[src/hw/rtl/pwc_pkg.sv]
// shared types, constants and curve weights for the polygon winding coverage block
`timescale 1ns / 1ps

package pwc_pkg;

  localparam int COORD_W        = 24;
  localparam int MUL_W          = 26;
  localparam int ACC_W          = 40;
  localparam int WIND_W         = 14;
  localparam int WIND_LIMIT     = 256;
  localparam int OUT_WIND_W     = 10;
  localparam int PIX_W          = 12;
  localparam int CLIP_W         = 13;
  localparam int CURVE_SEGMENTS = 16;
  localparam int SEG_W          = 5;
  localparam int WEIGHT_W       = 13;
  localparam int CURVE_SHIFT    = 12;
  localparam int DEF_MAX_VERTICES = 256;
  localparam int DEF_FRAC_BITS    = 8;
  localparam int DEF_IMAGE_SIZE   = 4096;

  typedef logic signed [COORD_W-1:0] coord_t;
  typedef logic signed [MUL_W-1:0]   mul_op_t;
  typedef logic signed [2*MUL_W-1:0] mul_prod_t;

  typedef enum logic [1:0] {
    ACT_CLEAR = 2'd0,
    ACT_ADD   = 2'd1,
    ACT_CURVE = 2'd2,
    ACT_PIXEL = 2'd3
  } action_t;

  typedef enum logic [1:0] {
    TERM_START = 2'd0,
    TERM_CTRL1 = 2'd1,
    TERM_CTRL2 = 2'd2,
    TERM_END   = 2'd3
  } term_t;

  typedef enum logic [1:0] {
    CFG_CLIP_LEFT   = 2'd0,
    CFG_CLIP_TOP    = 2'd1,
    CFG_CLIP_WIDTH  = 2'd2,
    CFG_CLIP_HEIGHT = 2'd3
  } cfg_reg_t;

  // bernstein weight for term at step seg out of CURVE_SEGMENTS, scaled by segments cubed
  function automatic logic [WEIGHT_W-1:0] bern_weight(input term_t term,
                                                      input logic [SEG_W-1:0] seg);
    int m;
    int i;
    int r;
    i = int'(seg);
    m = CURVE_SEGMENTS - i;
    case (term)
      TERM_START: r = m * m * m;
      TERM_CTRL1: r = 3 * m * m * i;
      TERM_CTRL2: r = 3 * m * i * i;
      TERM_END:   r = i * i * i;
      default:    r = 0;
    endcase
    return WEIGHT_W'(r);
  endfunction

endpackage

[src/hw/rtl/pwc_mul.sv]
// shared registered signed multiplier for curve weights and edge cross products
`timescale 1ns / 1ps

module pwc_mul
  import pwc_pkg::*;
#(
  parameter int WIDTH = MUL_W
) (
  input  logic                      clk,
  input  logic                      en,
  input  logic signed [WIDTH-1:0]   op_a,
  input  logic signed [WIDTH-1:0]   op_b,
  output logic signed [2*WIDTH-1:0] prod
);

  always_ff @(posedge clk) begin
    if (en) begin
      prod <= op_a * op_b;
    end
  end

endmodule

[config.mk]
export PLATFORM = sky130hd
export DESIGN_NAME = pwc_mul
export DESIGN_NICKNAME = d
export VERILOG_FILES = /design/src/hw/rtl/pwc_pkg.sv /design/src/hw/rtl/pwc_mul.sv
export SDC_FILE = /design/constraint.sdc
export NUM_CORES = 2
export LEC_CHECK = 0
export ABC_AREA = 1
export BUFFER_PORTS_ARGS = -buffer_cell sky130_fd_sc_hd__buf_2
export CAP_MARGIN = 20
export CORE_MARGIN = 3
export CORE_UTILIZATION = 30
export CTS_CLUSTER_SIZE = 40
export DETAILED_ROUTE_END_ITERATION = 10
export GPL_TIMING_DRIVEN = 0
export PLACE_DENSITY_LB_ADDON = 0.25
export SLEW_MARGIN = 10
export SYNTH_ARGS = -nofsm -noshare
export SYNTH_HDL_FRONTEND = slang
export SYNTH_SLANG_ARGS = --single-unit
[constraint.sdc]
create_clock -name clk -period 12.01 [get_ports clk]
set_input_delay 2.402 -clock clk [delete_from_list [all_inputs] [get_ports clk]]
set_output_delay 2.402 -clock clk [all_outputs]
set_load 0.01 [all_outputs]
; Word level (Yosys, flattened, before mapping)
; Cells that the tools add are included.
[totals]
ff_bits = 52
input_bits = 54
out_inout_bits = 52
word_cells = 2
[classes]
n_mul = 1
[op_table]
columns = cell, count
row1 = $mul 26x26->52, 1

; Logic depth before layout (Yosys ltp)
[logic_depth]
ltp_word = 1
depth_mapped = 31
depth_no_buf = 29

; Worst setup path before layout
; Ideal clock, no wire load.
[synth_timing]
path_type = input to register
startpoint = in op_a[25]
endpoint = reg prod[47], data pin
t_arrival_ns = 8.441
required_ns = 11.757
path_slack_ns = 3.316
cell_stages = 24
n_path_buf = 2
cell_sequence = clkbuf_1 -> clkbuf_1 -> nand2_1 -> inv_1 -> fa_1 -> fa_1 -> inv_1 -> fa_1 -> inv_1 -> fa_1 -> inv_1 -> fa_1 -> inv_1 -> fa_1 -> fa_1 -> ha_1 -> nand2_1 -> inv_1 -> nand2_1 -> nor3_1 -> nand2_1 -> o21bai_1 -> nand4_1 -> nand2_1
[synth_between]
elab_chain_len = 1
[synth_rtl]
columns = item, line_no
row1 = "start, declared", pwc_mul.sv:11  ; input logic signed [WIDTH-1:0] op_a,
row2 = $mul 26x26->52, pwc_mul.sv:18  ; prod <= op_a * op_b;
row3 = "end signal, assigned", pwc_mul.sv:18
row4 = "end, declared", pwc_mul.sv:13  ; output logic signed [2*WIDTH-1:0] prod
; No other way between the ends.
; A chain may end at the register's enable or synchronous reset.

; Final worst setup path
; Ends and elaborated chain as after synthesis.

==> results_dict.tcl <==
set metrics [dict create \
    setup.worst_path.end_class "flop" \
    overflow 0 \
    synth_cell_types 34 \
    synthCells 3495 \
    arrival_ns 10.42 \
    numPortBuffers 54 \
    holdBufCountCts 0 \
    place_congestion 0.950 \
    cp-start-kind "input port" \
    wl_um 95800 \
    cts.clk_slew.worst_paths_ns 0.07 \
    tightest_slew_ns 1.03 \
    ys_seq_elements 52 \
    synth-async-reset-ratio_pct 0 \
    hold_viol_final 0 \
    wl_per_cell_um 19.9 \
    n_fill_cell 10000 \
    setup_violations 0 \
    antenna_found_initial 3 \
    setup_slack_ns 1.63 \
    period_minus_slack_ns 10.38 \
    cp_max_fo 10 \
    die_w_um 311 \
    htree_levels 2 \
    maxSlewViolCount 0 \
    dr.pass1.iters 5 \
    largest_reg_flops 52 \
    routed_via_density 4.48 \
    layoutNonFillerInstCount 4803 \
    drc 0 \
    cts_setup_buffers 0 \
    dp_cells 4792 \
    cts_tree "done" \
    syn_nets 4405 \
    cts_root_buf "clkbuf_16" \
    hold_end "prod[27]" \
    hold_class "in -> reg" \
    nNetsFinal 4467 \
    ant_nets 0 \
    pre_cts_slack_ns 1.23 \
    grt_max_degree 53 \
    min_from "en" \
    max_slew_margin_pct 31.1 \
    netlist_area_um2 27900 \
    rsz0062_at_grt "false" \
    dieArea_um2 96700 \
    core.rowCount 111 \
    ios 106 \
    grt_pass1_vias 23400 \
    hold_slack_ns 2.57 \
    status "finished clean" \
    max-cap-violations 0 \
    mostFrequentLayoutCells "inv_1, nand2_1, fa_1" \
    top_regs "prod (52)" \
    num_vias 21500 \
    clockBufferDepth 2 \
    top_register "prod" \
    fmax_ghz 0.0964 \
    period_share_pct 86.4 \
    busiest_layer "met2" \
    drive_gt1_share_pct 2.75 \
    grt_first_pass_wirelength_um 146000 \
    synthToLayoutAreaGrowth_pct 7.16 \
    layout_commonest_cell "inv_1" \
    core_area_um2 91900 \
    fin_tns_setup_ns 0 \
    required_ns 12.05 \
    cts_buffers 5 \
    grt.met2_usage_pct 35.1 \
    start_util_pct 30.4 \
    cts.sinks 52 \
    criticalPathCategory "in -> reg" \
    cts_resized 0 \
    hold_depth 1 \
    ys_seq_area_share_pct 5.60 \
    globalRouteMet1Util_pct 26.6 \
    grt.total_usage_pct 20.3 \
    syn_avg_cell_area_um2 7.98 \
    post-dp-hpwl_um 83000 \
    use_met3_pct 2.50 \
    synthFlopType "edfxtp_1" \
    drt_iter0_markers 1579 \
    die_h_um 311 \
    yosys_warnings 0 \
    synth_edf_count 52 \
]
==> routing by layer <==
| layer | wire [um] | part of all wire [%] |
|---|---|---|
| met1 | 39800 | 42 |
| met5 | 0 | 0 |
| met4 | 3640 | 3.8 |
| met2 | 46100 | 48 |
| met3 | 6260 | 6.5 |
==> Yosys cell counts (2+ instances only) <==
| cell type | instances | area share (%) |
|---|---|---|
| nor2_1 | 82 | 1.1 |
| nand2_2 | 8 | 0.18 |
| ha_1 | 146 | 6.5 |
| a21oi_2 | 3 | 0.094 |
| nand3_1 | 52 | 0.93 |
| nand2b_1 | 2 | 0.045 |
| nand4_1 | 19 | 0.43 |
| a21oi_1 | 56 | 1.0 |
| clkbuf_1 | 155 | 2.1 |
| edfxtp_1 | 52 | 5.6 |
| nor3_1 | 8 | 0.14 |
| xnor2_1 | 8 | 0.25 |
| o21ai_0 | 18 | 0.32 |
| o21ai_1 | 6 | 0.11 |
| or2_2 | 4 | 0.090 |
| nor2_2 | 9 | 0.20 |
| nor3_2 | 2 | 0.072 |
| xor2_1 | 28 | 0.88 |
| fa_1 | 710 | 51 |
| and2_1 | 2 | 0.045 |
| nand2_1 | 958 | 13 |
| clkinv_1 | 2 | 0.027 |
| o21bai_1 | 12 | 0.32 |
| inv_2 | 3 | 0.040 |
| nand3_2 | 3 | 0.11 |
| inv_1 | 1139 | 15 |
==> worst max-delay path: stages <==
cell	delay, ns
clkbuf_1	0.34
clkbuf_1	0.69
nand2_1	0.22
inv_1	0.18
fa_1	0.55
fa_1	0.86
inv_1	0.30
fa_1	0.74
inv_1	0.30
fa_1	0.57
inv_1	0.06
fa_1	0.54
inv_1	0.05
fa_1	0.49
fa_1	0.41
ha_1	0.43
nand2_1	0.10
inv_1	0.10
nand2_1	0.14
nor3_1	0.36
nand2_1	0.12
o21bai_1	0.26
nand4_1	0.12
nand2_1	0.07
==> how the worst max path moves through the flow <==
stage                     startpoint        to  cells after the start
after floorplan             op_a[25]  prod[47]                     24
after global placement      op_a[25]  prod[47]                     24
after detailed placement    op_a[25]  prod[47]                     24
after CTS                   op_a[25]  prod[47]                     24
after global routing        op_a[25]  prod[47]                     25
final                       op_a[25]  prod[47]                     24
==> logic make-up after synthesis <==
family          after synthesis  share of synthesized area (%)
xor+xnor                     36                           1.13
compound gates               96                           1.88
flops                        52                           5.60
fa+ha+maj                   856                           57.5
buf+inv                    1299                           17.5
simple gates               1156                           16.4
==> metrics by stage <==
stage | util, % | instance area, um^2
6_report | 32.5 | 29900
5_1_grt | 32.5 | 29900
3_5_place_dp | 32.3 | 29700
2_1_floorplan | - | 27900
4_1_cts | 32.5 | 29900
3_3_place_gp | 32.3 | 29700
==> cell type report <==
type,instances,area [um^2],area share (%)
buffer,155,582,1.95
timing repair buffer,55,290,0.971
clock inverter,3,23.8,0.0795
tap,1243,1560,5.20
inverter,1144,4290,14.4
clock buffer,5,125,0.418
antenna,2,5.00,0.0167
multi-input combinational,2144,21500,71.8
sequential,52,1560,5.22
Power is left out: the tool's default activity adds up to more than one toggle a clock period on the data nets, which glitch-free logic cannot reach.
